$ cat src/rtl/lift_pi_pkg.sv
// Shared types and constants for the lift height PI controller.
// No dependencies; imported by lift_pi_ctrl and lift_height_pi_register_slave.
`default_nettype none

package lift_pi_pkg;

  localparam int NumRegs        = 12;
  localparam int NumLineSensors = 5;
  localparam int LineSlots      = 5;
  localparam int PtrW           = $clog2(NumRegs);

  typedef enum logic [1:0] {
    FuncWrite  = 2'd0,
    FuncRead   = 2'd1,
    FuncTick   = 2'd2,
    FuncSensor = 2'd3
  } func_e;

  typedef enum logic [1:0] {
    KindReadByte = 2'd0,
    KindSpeed    = 2'd1,
    KindThresh   = 2'd2
  } kind_e;

  // Outcome of one PI tick
  typedef struct packed {
    logic signed [15:0] integral;
    logic signed [7:0]  speed;
  } pi_out_t;

endpackage

`default_nettype wire

$ cat src/rtl/lift_pi_ctrl.sv
// One PI step of the height loop: error, saturated integral, speed clamp, end stops.
// Depends on lift_pi_pkg.
`default_nettype none

module lift_pi_ctrl (
  input  logic [7:0]           setpoint_i,
  input  logic [7:0]           height_i,
  input  logic signed [15:0]   integral_i,
  output lift_pi_pkg::pi_out_t pi_o
);
  import lift_pi_pkg::*;

  localparam logic [15:0] Recip12    = 16'd43691;  // ceil(2^19 / 12), exact for |x| <= 2^15
  localparam logic [7:0]  HeightLow  = 8'd15;
  localparam logic [7:0]  HeightHigh = 8'd240;
  localparam logic signed [13:0] SpeedMax = 14'sd127;
  localparam logic signed [13:0] SpeedMin = -14'sd127;

  logic signed [8:0]  err;
  logic signed [9:0]  err_bias;
  logic signed [9:0]  err_div4;
  logic signed [16:0] acc;
  logic signed [15:0] acc_sat;
  logic [15:0]        acc_mag;
  logic [31:0]        prod;
  logic [12:0]        quo_mag;
  logic signed [13:0] quo;
  logic signed [13:0] sum;
  logic signed [13:0] clamped;
  logic signed [7:0]  speed;

  always_comb begin
    err      = $signed({1'b0, setpoint_i}) - $signed({1'b0, height_i});
    // truncate toward zero
    err_bias = {err[8], err} + (err[8] ? 10'sd3 : 10'sd0);
    err_div4 = err_bias >>> 2;
    acc      = {integral_i[15], integral_i} + {{7{err_div4[9]}}, err_div4};
    if (acc > 17'sd32767) begin
      acc_sat = 16'sh7FFF;
    end else if (acc < -17'sd32768) begin
      acc_sat = 16'sh8000;
    end else begin
      acc_sat = acc[15:0];
    end
    acc_mag = acc_sat[15] ? (~acc_sat + 16'd1) : acc_sat;
    prod    = acc_mag * Recip12;
    quo_mag = prod[31:19];
    quo     = acc_sat[15] ? -$signed({1'b0, quo_mag}) : $signed({1'b0, quo_mag});
    sum     = quo + $signed({{3{err[8]}}, err, 2'b00});
    if (sum > SpeedMax) begin
      clamped = SpeedMax;
    end else if (sum < SpeedMin) begin
      clamped = SpeedMin;
    end else begin
      clamped = sum;
    end
    speed = clamped[7:0];
    if ((height_i < HeightLow) && clamped[13]) begin
      speed = 8'sd0;
    end
    if ((height_i > HeightHigh) && (clamped > 14'sd0)) begin
      speed = 8'sd0;
    end
    pi_o.integral = acc_sat;
    pi_o.speed    = speed;
  end

endmodule

`default_nettype wire

$ cat src/rtl/lift_height_pi_register_slave.sv
// Lift height controller with register bank, bus/sensor/tick front end and APB config.
// Result is registered: an accepted word passes the input register, then the result register.
// Throughput: one word per cycle; output register stalls only when a result is not taken.
// Reset (rst_ni low, async): pointer 0, setpoint 100, thresholds 0/150, sensor bytes 0,
// integral 0, tracking id 0x41, serial 0x12; both pipeline registers empty.
// Depends on lift_pi_pkg and lift_pi_ctrl.
`default_nettype none

module lift_height_pi_register_slave (
  input  logic        clk_i,
  input  logic        rst_ni,
  // item channel
  input  logic        in_valid_i,
  output logic        in_ready_o,
  input  logic [1:0]  func_i,
  input  logic [7:0]  reg_index_i,
  input  logic        has_data_i,
  input  logic [7:0]  write_data_i,
  input  logic [9:0]  height_adc_i,
  input  logic [7:0]  line_position_i,
  input  logic [9:0]  line_adc_0_i,
  input  logic [9:0]  line_adc_1_i,
  input  logic [9:0]  line_adc_2_i,
  input  logic [9:0]  line_adc_3_i,
  input  logic [9:0]  line_adc_4_i,
  // result channel
  output logic        out_valid_o,
  input  logic        out_ready_i,
  output logic [1:0]  result_kind_o,
  output logic [7:0]  read_byte_o,
  output logic signed [7:0] motor_speed_o,
  output logic        threshold_select_o,
  output logic [7:0]  threshold_value_o,
  // config port
  input  logic        psel,
  input  logic        penable,
  input  logic        pwrite,
  input  logic [2:0]  paddr,
  input  logic [31:0] pwdata,
  output logic [31:0] prdata,
  output logic        pready
);
  import lift_pi_pkg::*;

  localparam logic [3:0] IdxTrackingId = 4'd0;
  localparam logic [3:0] IdxSerial     = 4'd1;
  localparam logic [3:0] IdxHeight     = 4'd2;
  localparam logic [3:0] IdxSetpoint   = 4'd3;
  localparam logic [3:0] IdxLinePos    = 4'd4;
  localparam logic [3:0] IdxThreshHigh = 4'd5;
  localparam logic [3:0] IdxThreshLow  = 4'd6;
  localparam logic [3:0] IdxLineFirst  = 4'd7;
  localparam logic [3:0] IdxLineLast   = 4'(IdxLineFirst + LineSlots - 1);
  localparam logic       CfgTrackingId = 1'b0;
  localparam logic       CfgSerial     = 1'b1;
  localparam logic [7:0] FullScale     = 8'd255;

  // ---------------- config registers ----------------
  logic [7:0] tracking_id_q, serial_q;
  logic       cfg_wr;

  assign pready = 1'b1;
  assign cfg_wr = psel && penable && pwrite && pready;

  always_ff @(posedge clk_i or negedge rst_ni) begin
    if (!rst_ni) begin
      tracking_id_q <= 8'h41;
      serial_q      <= 8'h12;
    end else if (cfg_wr) begin
      if (paddr[2] == CfgTrackingId) begin
        tracking_id_q <= pwdata[7:0];
      end else begin
        serial_q <= pwdata[7:0];
      end
    end
  end

  assign prdata = {24'd0, (paddr[2] == CfgSerial) ? serial_q : tracking_id_q};

  // ---------------- input register ----------------
  logic       in_vld_q;
  func_e      func_q;
  logic [7:0] idx_q;
  logic       has_q;
  logic [7:0] data_q;
  logic [9:0] hadc_q;
  logic [7:0] lpos_q;
  logic [9:0] ladc_q [LineSlots];
  logic [9:0] ladc_in [LineSlots];
  logic       in_acc;
  logic       adv;

  assign ladc_in[0] = line_adc_0_i;
  assign ladc_in[1] = line_adc_1_i;
  assign ladc_in[2] = line_adc_2_i;
  assign ladc_in[3] = line_adc_3_i;
  assign ladc_in[4] = line_adc_4_i;

  assign in_ready_o = !in_vld_q || adv;
  assign in_acc     = in_valid_i && in_ready_o;

  always_ff @(posedge clk_i or negedge rst_ni) begin
    if (!rst_ni) begin
      in_vld_q <= 1'b0;
    end else if (in_acc) begin
      in_vld_q <= 1'b1;
    end else if (adv) begin
      in_vld_q <= 1'b0;
    end
  end

  always_ff @(posedge clk_i) begin
    if (in_acc) begin
      func_q <= func_e'(func_i);
      idx_q  <= reg_index_i;
      has_q  <= has_data_i;
      data_q <= write_data_i;
      hadc_q <= height_adc_i;
      lpos_q <= line_position_i;
      for (int i = 0; i < LineSlots; i++) begin
        ladc_q[i] <= ladc_in[i];
      end
    end
  end

  // ---------------- controller state ----------------
  logic [PtrW-1:0]    ptr_q, ptr_d;
  logic [7:0]         sp_q, sp_d;
  logic [7:0]         th_hi_q, th_hi_d;
  logic [7:0]         th_lo_q, th_lo_d;
  logic [7:0]         height_q, height_d;
  logic [7:0]         lpos_reg_q, lpos_reg_d;
  logic [7:0]         lval_q [LineSlots];
  logic [7:0]         lval_d [LineSlots];
  logic signed [15:0] integ_q, integ_d;
  pi_out_t            pi;

  lift_pi_ctrl u_pi (
    .setpoint_i (sp_q),
    .height_i   (height_q),
    .integral_i (integ_q),
    .pi_o       (pi)
  );

  logic       idx_ok;
  logic       has_res;
  kind_e      kind;
  logic [7:0] rd_byte;
  logic [2:0] line_sel;
  logic [3:0] ptr_ext;

  assign idx_ok   = idx_q < 8'(NumRegs);
  assign ptr_ext  = 4'(ptr_q);
  assign line_sel = 3'(ptr_ext - IdxLineFirst);

  always_comb begin
    case (ptr_ext) inside
      IdxTrackingId:               rd_byte = tracking_id_q;
      IdxSerial:                   rd_byte = serial_q;
      IdxHeight:                   rd_byte = height_q;
      IdxSetpoint:                 rd_byte = sp_q;
      IdxLinePos:                  rd_byte = lpos_reg_q;
      IdxThreshHigh:               rd_byte = th_hi_q;
      IdxThreshLow:                rd_byte = th_lo_q;
      [IdxLineFirst:IdxLineLast]:  rd_byte = lval_q[line_sel];
      default:                     rd_byte = 8'd0;
    endcase
  end

  always_comb begin
    ptr_d      = ptr_q;
    sp_d       = sp_q;
    th_hi_d    = th_hi_q;
    th_lo_d    = th_lo_q;
    height_d   = height_q;
    lpos_reg_d = lpos_reg_q;
    integ_d    = integ_q;
    for (int i = 0; i < LineSlots; i++) begin
      lval_d[i] = lval_q[i];
    end
    has_res = 1'b0;
    kind    = KindReadByte;
    case (func_q)
      FuncWrite: begin
        if (idx_ok) begin
          ptr_d = PtrW'(idx_q);
          if (has_q) begin
            if (idx_q[3:0] == IdxSetpoint) begin
              sp_d    = data_q;
              integ_d = 16'sd0;
            end else if (idx_q[3:0] == IdxThreshHigh) begin
              th_hi_d = data_q;
              has_res = 1'b1;
              kind    = KindThresh;
            end else if (idx_q[3:0] == IdxThreshLow) begin
              th_lo_d = data_q;
              has_res = 1'b1;
              kind    = KindThresh;
            end
          end
        end
      end
      FuncRead: begin
        has_res = 1'b1;
        kind    = KindReadByte;
        ptr_d   = (ptr_q == PtrW'(NumRegs - 1)) ? '0 : ptr_q + 1'b1;
      end
      FuncTick: begin
        has_res = 1'b1;
        kind    = KindSpeed;
        integ_d = pi.integral;
      end
      FuncSensor: begin
        height_d   = FullScale - hadc_q[9:2];
        lpos_reg_d = lpos_q;
        for (int i = 0; i < NumLineSensors; i++) begin
          lval_d[i] = ladc_q[i][9:2];
        end
      end
      default: begin
      end
    endcase
  end

  assign adv = in_vld_q && (!has_res || !out_valid_o || out_ready_i);

  always_ff @(posedge clk_i or negedge rst_ni) begin
    if (!rst_ni) begin
      ptr_q      <= '0;
      sp_q       <= 8'd100;
      th_hi_q    <= 8'd0;
      th_lo_q    <= 8'd150;
      height_q   <= 8'd0;
      lpos_reg_q <= 8'd0;
      integ_q    <= 16'sd0;
      for (int i = 0; i < LineSlots; i++) begin
        lval_q[i] <= 8'd0;
      end
    end else if (adv) begin
      ptr_q      <= ptr_d;
      sp_q       <= sp_d;
      th_hi_q    <= th_hi_d;
      th_lo_q    <= th_lo_d;
      height_q   <= height_d;
      lpos_reg_q <= lpos_reg_d;
      integ_q    <= integ_d;
      for (int i = 0; i < LineSlots; i++) begin
        lval_q[i] <= lval_d[i];
      end
    end
  end

  // ---------------- result register ----------------
  logic       out_vld_q;
  logic [1:0] kind_q;
  logic [7:0] rbyte_q;
  logic [7:0] speed_q;
  logic       tsel_q;
  logic [7:0] tval_q;

  always_ff @(posedge clk_i or negedge rst_ni) begin
    if (!rst_ni) begin
      out_vld_q <= 1'b0;
    end else if (adv && has_res) begin
      out_vld_q <= 1'b1;
    end else if (out_ready_i) begin
      out_vld_q <= 1'b0;
    end
  end

  // unused fields of a word read as zero
  always_ff @(posedge clk_i) begin
    if (adv && has_res) begin
      kind_q  <= kind;
      rbyte_q <= (kind == KindReadByte) ? rd_byte : 8'd0;
      speed_q <= (kind == KindSpeed) ? pi.speed : 8'd0;
      tsel_q  <= (kind == KindThresh) && (idx_q[3:0] == IdxThreshLow);
      tval_q  <= (kind == KindThresh) ? data_q : 8'd0;
    end
  end

  assign out_valid_o        = out_vld_q;
  assign result_kind_o      = kind_q;
  assign read_byte_o        = rbyte_q;
  assign motor_speed_o      = speed_q;
  assign threshold_select_o = tsel_q;
  assign threshold_value_o  = tval_q;

  // ---------------- assertions ----------------
  a_ptr_range: assert property (@(posedge clk_i) disable iff (!rst_ni)
    ptr_q < PtrW'(NumRegs))
    else $error("register pointer out of range");

  a_speed_range: assert property (@(posedge clk_i) disable iff (!rst_ni)
    out_valid_o && (result_kind_o == KindSpeed) |-> (motor_speed_o != 8'sh80))
    else $error("motor speed outside +-127");

  a_setpoint_clears: assert property (@(posedge clk_i) disable iff (!rst_ni)
    adv && (func_q == FuncWrite) && idx_ok && has_q && (idx_q[3:0] == IdxSetpoint)
    |=> (integ_q == 16'sd0))
    else $error("setpoint write did not clear integral");

  a_stall_cause: assert property (@(posedge clk_i) disable iff (!rst_ni)
    !in_ready_o |-> (in_vld_q && out_vld_q && !out_ready_i))
    else $error("input stalled without a blocked result");

endmodule

`default_nettype wire
$ cat config.mk
export PLATFORM = sky130hd
export DESIGN_NAME = lift_height_pi_register_slave
export DESIGN_NICKNAME = d
export VERILOG_FILES = /design/src/rtl/lift_pi_pkg.sv /design/src/rtl/lift_pi_ctrl.sv /design/src/rtl/lift_height_pi_register_slave.sv
export SDC_FILE = /design/constraint.sdc
export NUM_CORES = 1
export LEC_CHECK = 0
export BUFFER_PORTS_ARGS = -buffer_cell sky130_fd_sc_hd__buf_2
export CORE_MARGIN = 2
export CORE_UTILIZATION = 54
export DETAILED_ROUTE_END_ITERATION = 6
export PLACE_DENSITY_LB_ADDON = 0.08
export SYNTH_ARGS = -nofsm -noshare
export SYNTH_HDL_FRONTEND = slang
export SYNTH_SLANG_ARGS = --single-unit
$ cat constraint.sdc
create_clock -name clk_i -period 13.3 [get_ports clk_i]
set_input_delay 2.66 -clock clk_i [delete_from_list [all_inputs] [get_ports clk_i]]
set_output_delay 2.66 -clock clk_i [all_outputs]
set_load 0.05 [all_outputs]
==> results of run 1 <==
==> worst min path at each step <==
stage | end | slack (ns) | depth (start not counted)
4_1_cts | height_q[7] | 0.44 | 1
6_report | height_q[7] | 0.43 | 1
3_5_place_dp | height_q[7] | 0.43 | 1
3_3_place_gp | height_q[2] | 0.42 | 1
5_1_grt | height_q[7] | 0.45 | 1
2_1_floorplan | height_q[0] | 0.41 | 1
==> state kept, by name, summed over array words and instances (netlist names), 4 cells and up <==
name,flops
serial_q,8
height_q,8
tracking_id_q,8
th_lo_q,8
ladc_q,40
lpos_reg_q,8
lval_q,40
threshold_value_o,8
data_q,8
read_byte_o,8
motor_speed_o,8
th_hi_q,8
hadc_q,8
ptr_ext,4
lpos_q,8
integ_q,16
idx_q,8
sp_q,8
==> through the flow <==
step / setup TNS, ns / std cells / hold WS, ns / setup WS, ns
detailed placement: -5.52 / 2333 / 0.427 / -0.733
CTS: -2.71 / 2404 / 0.436 / -0.403
global placement: -4.07 / 2333 / 0.423 / -0.569
floorplan: 0 / 1615 / 0.414 / 0.00309
finish: -2.29 / 2424 / 0.432 / -0.340
global route: -6.74 / 2424 / 0.455 / -0.889
==> repair_timing <==
action                     4_1_cts  5_1_grt
buffers inserted                34       20
gates cloned                     1        0
pin swaps                       46       33
setup endpoints to repair        8        8
hold buffers                     0        0
resized for setup               49       48
==> layout make-up <==
| type | count | area [um^2] |
|---|---|---|
| inverter | 152 | 578 |
| clock buffer | 32 | 587 |
| multi-input combinational | 1173 | 10800 |
| clock inverter | 6 | 66.3 |
| tap | 396 | 495 |
| sequential | 220 | 6030 |
| timing repair buffer | 445 | 3080 |
| fill | 2327 | 8930 |
==> layer usage <==
| layer | up-vias | GRT usage | wire length (um) |
|---|---|---|---|
| met5 | - | 0 | 0 |
| met4 | 0 | 0.120 | 2120 |
| met3 | 99 | 0.0230 | 1610 |
| met2 | 377 | 0.486 | 22200 |
| met1 | 6559 | 0.335 | 17900 |
| li1 | 6428 | - | - |
==> cell families after synthesis <==
| group | count (synthesis) | synth area share |
|---|---|---|
| AOI/OAI and AO/OA | 349 | 0.135 |
| and+or+nand+nor | 343 | 0.0992 |
| adders and majority gates | 253 | 0.221 |
| buffers and inverters | 223 | 0.0555 |
| DFF | 220 | 0.359 |
| muxes | 114 | 0.0816 |
| xor gates and xnor gates | 88 | 0.0484 |
| other | 2 | 0.000447 |
==> Yosys cell counts, drive strengths merged (9+ instances only) <==
cell type	n	share of area
a211oi	9	0.0051
a21o	39	0.017
a21oi	112	0.033
a31oi	21	0.0091
and2	21	0.0078
and3	28	0.010
buf	31	0.013
clkbuf	40	0.0089
dfrtp	107	0.16
dfstp	11	0.017
edfxtp	102	0.18
fa	75	0.089
ha	172	0.13
inv	152	0.034
mux2	100	0.067
nand2	126	0.028
nand3	21	0.0066
nand4	10	0.0037
nor2	72	0.016
nor2b	17	0.0063
nor3	12	0.0039
o211ai	31	0.014
o21ai	73	0.022
xnor2	53	0.029
xor2	35	0.020
==> metrics.md, run 1 <==
| Metric | Value |
|---|---|
| Vias | `13.5k` |
| Starting Density | `0.549` |
| Synth Area per Inst | `roughly 11 um^2` |
| RR Startpoint | `height_q[0]` |
| Crit path top cell by count | `buf_4` |
| Routability congestion estimate | `slightly above 1` |
| RSZ-0062 raised after global routing | `true` |
| DRT iter0 DRCs | `732` |
| Largest net degree at the start of global routing | `76` |
| Final period util | `1.03` |
| Grt ovf | `0` |
| Crit path capture type | `flop` |
| Status | `complete, but fails checks` |
| CP Launch Point | `height_q[0]` |
| Max H-tree Level | `1` |
| Crit Path Max Fanout | `5` |
| Global-route wire length before repair | `just over 70 mm` |
| Final Net Count | `~2.4k` |
| Fin area | `21700 um^2` |
| Hold WC Path Type | `reg -> reg` |
| Final hold violation count | `0` |
| Yosys cell types | `between 80 and 90` |
| Hpwl dp | `34.4 mm` |
| Total CTS buffers | `21` |
| Share of layout cells above drive strength 1 | `0.371` |
| Post-synth EDFFs | `slightly above 100` |
| CTS sink cnt | `between 200 and 250` |
| Post-synth ARST share | `0.536` |
| Die Y | `180 um` |
| Worst Clk Skew | `around 0.018 ns` |
| Yosys warns | `0` |
| #FFs+latches synth | `220` |
| Root Driver | `clkbuf_16` |
| Gate Count Post-Synth | `approximately 1.6k` |
| Layout overhead on the synthesized area | `29.0%` |
| Most common cell after layout, fill and taps aside | `buf_4` |
| Drt wl/cell | `roughly 18 um` |
| Cell Area, Placed | `~20000 um^2` |
| Crit path launch type | `flop` |
| Die ar. | `roughly 33000 um^2` |
| Critical path required time | `13.53 ns` |
| ANT nets after route | `0` |
| Vias per cell | `around 5.6` |
| CP max stage cell | `fa_1` |
| Max cap viols | `0` |
| Min-delay src | `hadc_q[9]` |
| Synth Flop Type | `dfrtp_1` |
| Worst Max-Slew Pin Slew | `around 1.2 ns` |
| Highest clock rate | `between 70 and 80 MHz` |
| Post-synthesis sequential area ratio | `0.359` |
| Final WL | `43.8 mm` |
| Post-Route Utilization | `0.708` |
| Global-route usage over all layers | `0.272` |
| Failing checks | `negative setup slack` |
| Number of port buffers | `about 130` |
| CTS tree | `yes` |
| DIE WIDTH | `approximately 180 um` |
| Critical Path End | `motor_speed_o[0]` |
| DRT Pass-1 Iters | `6` |
| Clock Path Buffers | `3` |
| Crit path time final | `approximately 14 ns` |
| Crit-path leading delay family | `adder cells` |
| Rel. slew slack | `0.210` |
| Core Box Area | `between 30000 and 40000 um^2` |
| Ant. Diodes | `0` |
| Worst setup path class | `reg -> reg` |
| Clk slew on worst S/H paths | `0.07 ns` |
| Io pins | `191` |
| Arrival time of the worst setup path | `~14 ns` |
| Max incr delay on CP | `roughly 0.54 ns` |
| R2r endpoint | `motor_speed_o[0]` |
| Antenna violations before repair | `0` |
| Number of global-route vias before repair | `around 14k` |
| Most frequent cells in the layout | `buf_4 (310), ha_1 (147), inv_1 (143)` |
| Worst-Skew Late Latency | `approximately 0.50 ns` |
| # setup viols final | `8` |
| Setup WS post-layout | `-0.340 ns` |
| Worst path bufs/invs | `20` |
| Synthesized area | `roughly 17000 um^2` |
| Row cnt | `between 60 and 70` |
| Max-slew violations | `0` |
| Drt drc | `0` |
| R2R cell count | `71` |
| R2R setup slack | `-0.34 ns` |
| Cell depth of the worst setup path | `a little over 70` |
Power of run 1 is left out: the tool's default activity adds up to more than one toggle a clock period on the data nets, which glitch-free logic cannot reach.
==> run 2: changes to the inputs <==
--- a/config.mk
+++ b/config.mk
@@ -5,10 +5,10 @@
 export SDC_FILE = /design/constraint.sdc
 export NUM_CORES = 1
 export LEC_CHECK = 0
-export BUFFER_PORTS_ARGS = -buffer_cell sky130_fd_sc_hd__buf_2
 export CORE_MARGIN = 2
-export CORE_UTILIZATION = 54
+export CORE_UTILIZATION = 59
 export DETAILED_ROUTE_END_ITERATION = 6
+export DONT_BUFFER_PORTS = 1
 export PLACE_DENSITY_LB_ADDON = 0.08
 export SYNTH_ARGS = -nofsm -noshare
 export SYNTH_HDL_FRONTEND = slang
==> run 2 against run 1 <==
- the run still ends with negative setup slack left
- non-clock buffer count fell by 143
- largest cell class unchanged
- worst hold slack better by 0.0014 ns
- clock skew fell by 0.0056 ns
- sequential share of layout area grew 1.1 points
- critical path type unchanged
- wire length is 2.3% higher
- critical path depth is 1 lower
- setup slack worse by 0.11 ns
- final cell count shrank 6.6%
- highest routed layer is now met5
==> metrics.md, run 2 (same netlist as run 1, synthesis figures left out) <==
| Metric | Value |
|---|---|
| Io pins | `between 150 and 200` |
| # fillers | `2016` |
| Number of port buffers | `0` |
| Final WL | `roughly 45 mm` |
| Worst-Skew Late Latency | `between 0.5 and 0.6 ns` |
| Max-slew violations | `0` |
| Routability congestion estimate | `around 0.96` |
| Setup WS post-layout | `-0.453 ns` |
| Drt wl/cell | `a little under 20 um` |
| Number of global-route vias before repair | `about 14k` |
| RSZ-0062 raised after global routing | `true` |
| Setup_tns | `-3.27 ns` |
| Worst Max-Slew Pin Slew | `just over 1 ns` |
| Crit path capture type | `flop` |
| Die Y | `173 um` |
| Highest clock rate | `between 70 and 80 MHz` |
| Max incr delay on CP | `around 0.6 ns` |
| Final period util | `1.03` |
| Vias | `13.0k` |
| Antenna violations before repair | `2` |
| Hpwl dp | `between 30 and 40 mm` |
| Biggest regs | `ladc_q x40, lval_q x40, integ_q x16` |
| Row cnt | `61` |
| Root Driver | `clkbuf_16` |
| Status | `complete, but fails checks` |
| Die ar. | `a little under 30000 um^2` |
| Global-route usage over all layers | `0.302` |
| Crit path top cell by count | `a21oi_2` |
| Crit path launch type | `flop` |
| Share of layout cells above drive strength 1 | `0.325` |
| DIE WIDTH | `around 170 um` |
| Arrival time of the worst setup path | `~14 ns` |
| Drt drc | `0` |
| Most common cell after layout, fill and taps aside | `buf_4` |
| Global-route wire length before repair | `71.8 mm` |
| Crit Path Max Fanout | `7` |
| Max cap viols | `0` |
| Largest net degree at the start of global routing | `approximately 120` |
| # setup viols final | `8` |
| Clk slew on worst S/H paths | `~0.070 ns` |
| DRT iter0 DRCs | `between 700 and 800` |
| Final hold violation count | `0` |
| CP max stage cell | `fa_1` |
| Critical path required time | `about 14 ns` |
| Worst setup path class | `reg -> reg` |
| Crit path time final | `roughly 14 ns` |
| Rel. slew slack | `0.305` |
| ANT nets after route | `0` |
| Starting Density | `0.601` |
| Clock Path Buffers | `3` |
| Grt ovf | `0` |
| Failing checks | `negative setup slack` |
| Worst Clk Skew | `0.0124 ns` |
| Layout overhead on the synthesized area | `24.2%` |
| Most frequent cells in the layout | `buf_4 (294), ha_1 (146), inv_1 (143)` |
| Total CTS buffers | `21` |
| Core Box Area | `approximately 28000 um^2` |
| Vias per cell | `about 5.7` |
| Hold WC Path Type | `reg -> reg` |
| CTS tree | `yes` |
| Post-CTS Hold Buffers | `0` |
| CTS sink cnt | `220` |
| Max H-tree Level | `1` |
| DRT Pass-1 Iters | `6` |
| Final Net Count | `around 2.2k` |
run 2: worst max-delay path: cells and delay by family, from the launching register on:
family / cells / cell delay, ns
DFF: 1 / 0.39
muxes: 1 / 0.32
adders and majority gates: 12 / 4.06
buffers and inverters: 9 / 0.96
and+or+nand+nor: 18 / 2.70
AOI/OAI and AO/OA: 28 / 4.83
xor gates and xnor gates: 2 / 0.32
run 2: final cells by class:
type	instances	area (um^2)	area share
Multi-Input combinational cell	1172	10800	0.517
Timing Repair Buffer	302	2300	0.110
Inverter	152	578	0.0277
Clock inverter	12	146	0.00702
Antenna cell	1	2.50	0.000120
Tap cell	378	473	0.0227
Clock buffer	26	544	0.0261
Sequential cell	220	6030	0.289
run 2: path summary, 6_finish.rpt:
kind,cells after the start,to,slack (ns),start
max in group asynchronous,0,tracking_id_q[0],11.20,rst_ni
min in group asynchronous,0,lval_q[0],1.85,rst_ni
max,70,motor_speed_o[3],-0.45,sp_q[0]
min reg2reg,1,height_q[7],0.43,hadc_q[9]
min,1,height_q[7],0.43,hadc_q[9]
max reg2reg,70,motor_speed_o[3],-0.45,sp_q[0]
run 2: timing repair:
action,4_1_cts,5_1_grt
buffers inserted,30,17
setup endpoints to repair,8,8
resized for setup,54,44
pin swaps,51,33
run 2: metrics by stage:
step | area [um^2] | util | hold slack [ns] | setup WS, ns | cells
global placement | 19300 | 0.692 | 0.423 | -0.652 | 2179
floorplan | 17300 | - | 0.414 | 0.00309 | 1615
CTS | 20600 | 0.736 | 0.439 | -0.396 | 2246
detailed placement | 19300 | 0.692 | 0.430 | -0.758 | 2179
global route | 20900 | 0.747 | 0.481 | -0.976 | 2263
finish | 20900 | 0.747 | 0.433 | -0.453 | 2263
run 2: per-layer routing:
| metal | track usage | share of wire |
|---|---|---|
| met1 | 0.360 | 0.40 |
| met4 | 0.119 | 0.044 |
| met5 | 0 | 0.00029 |
| met2 | 0.560 | 0.52 |
| met3 | 0.0314 | 0.039 |
Power of run 2 is left out for the same reason.
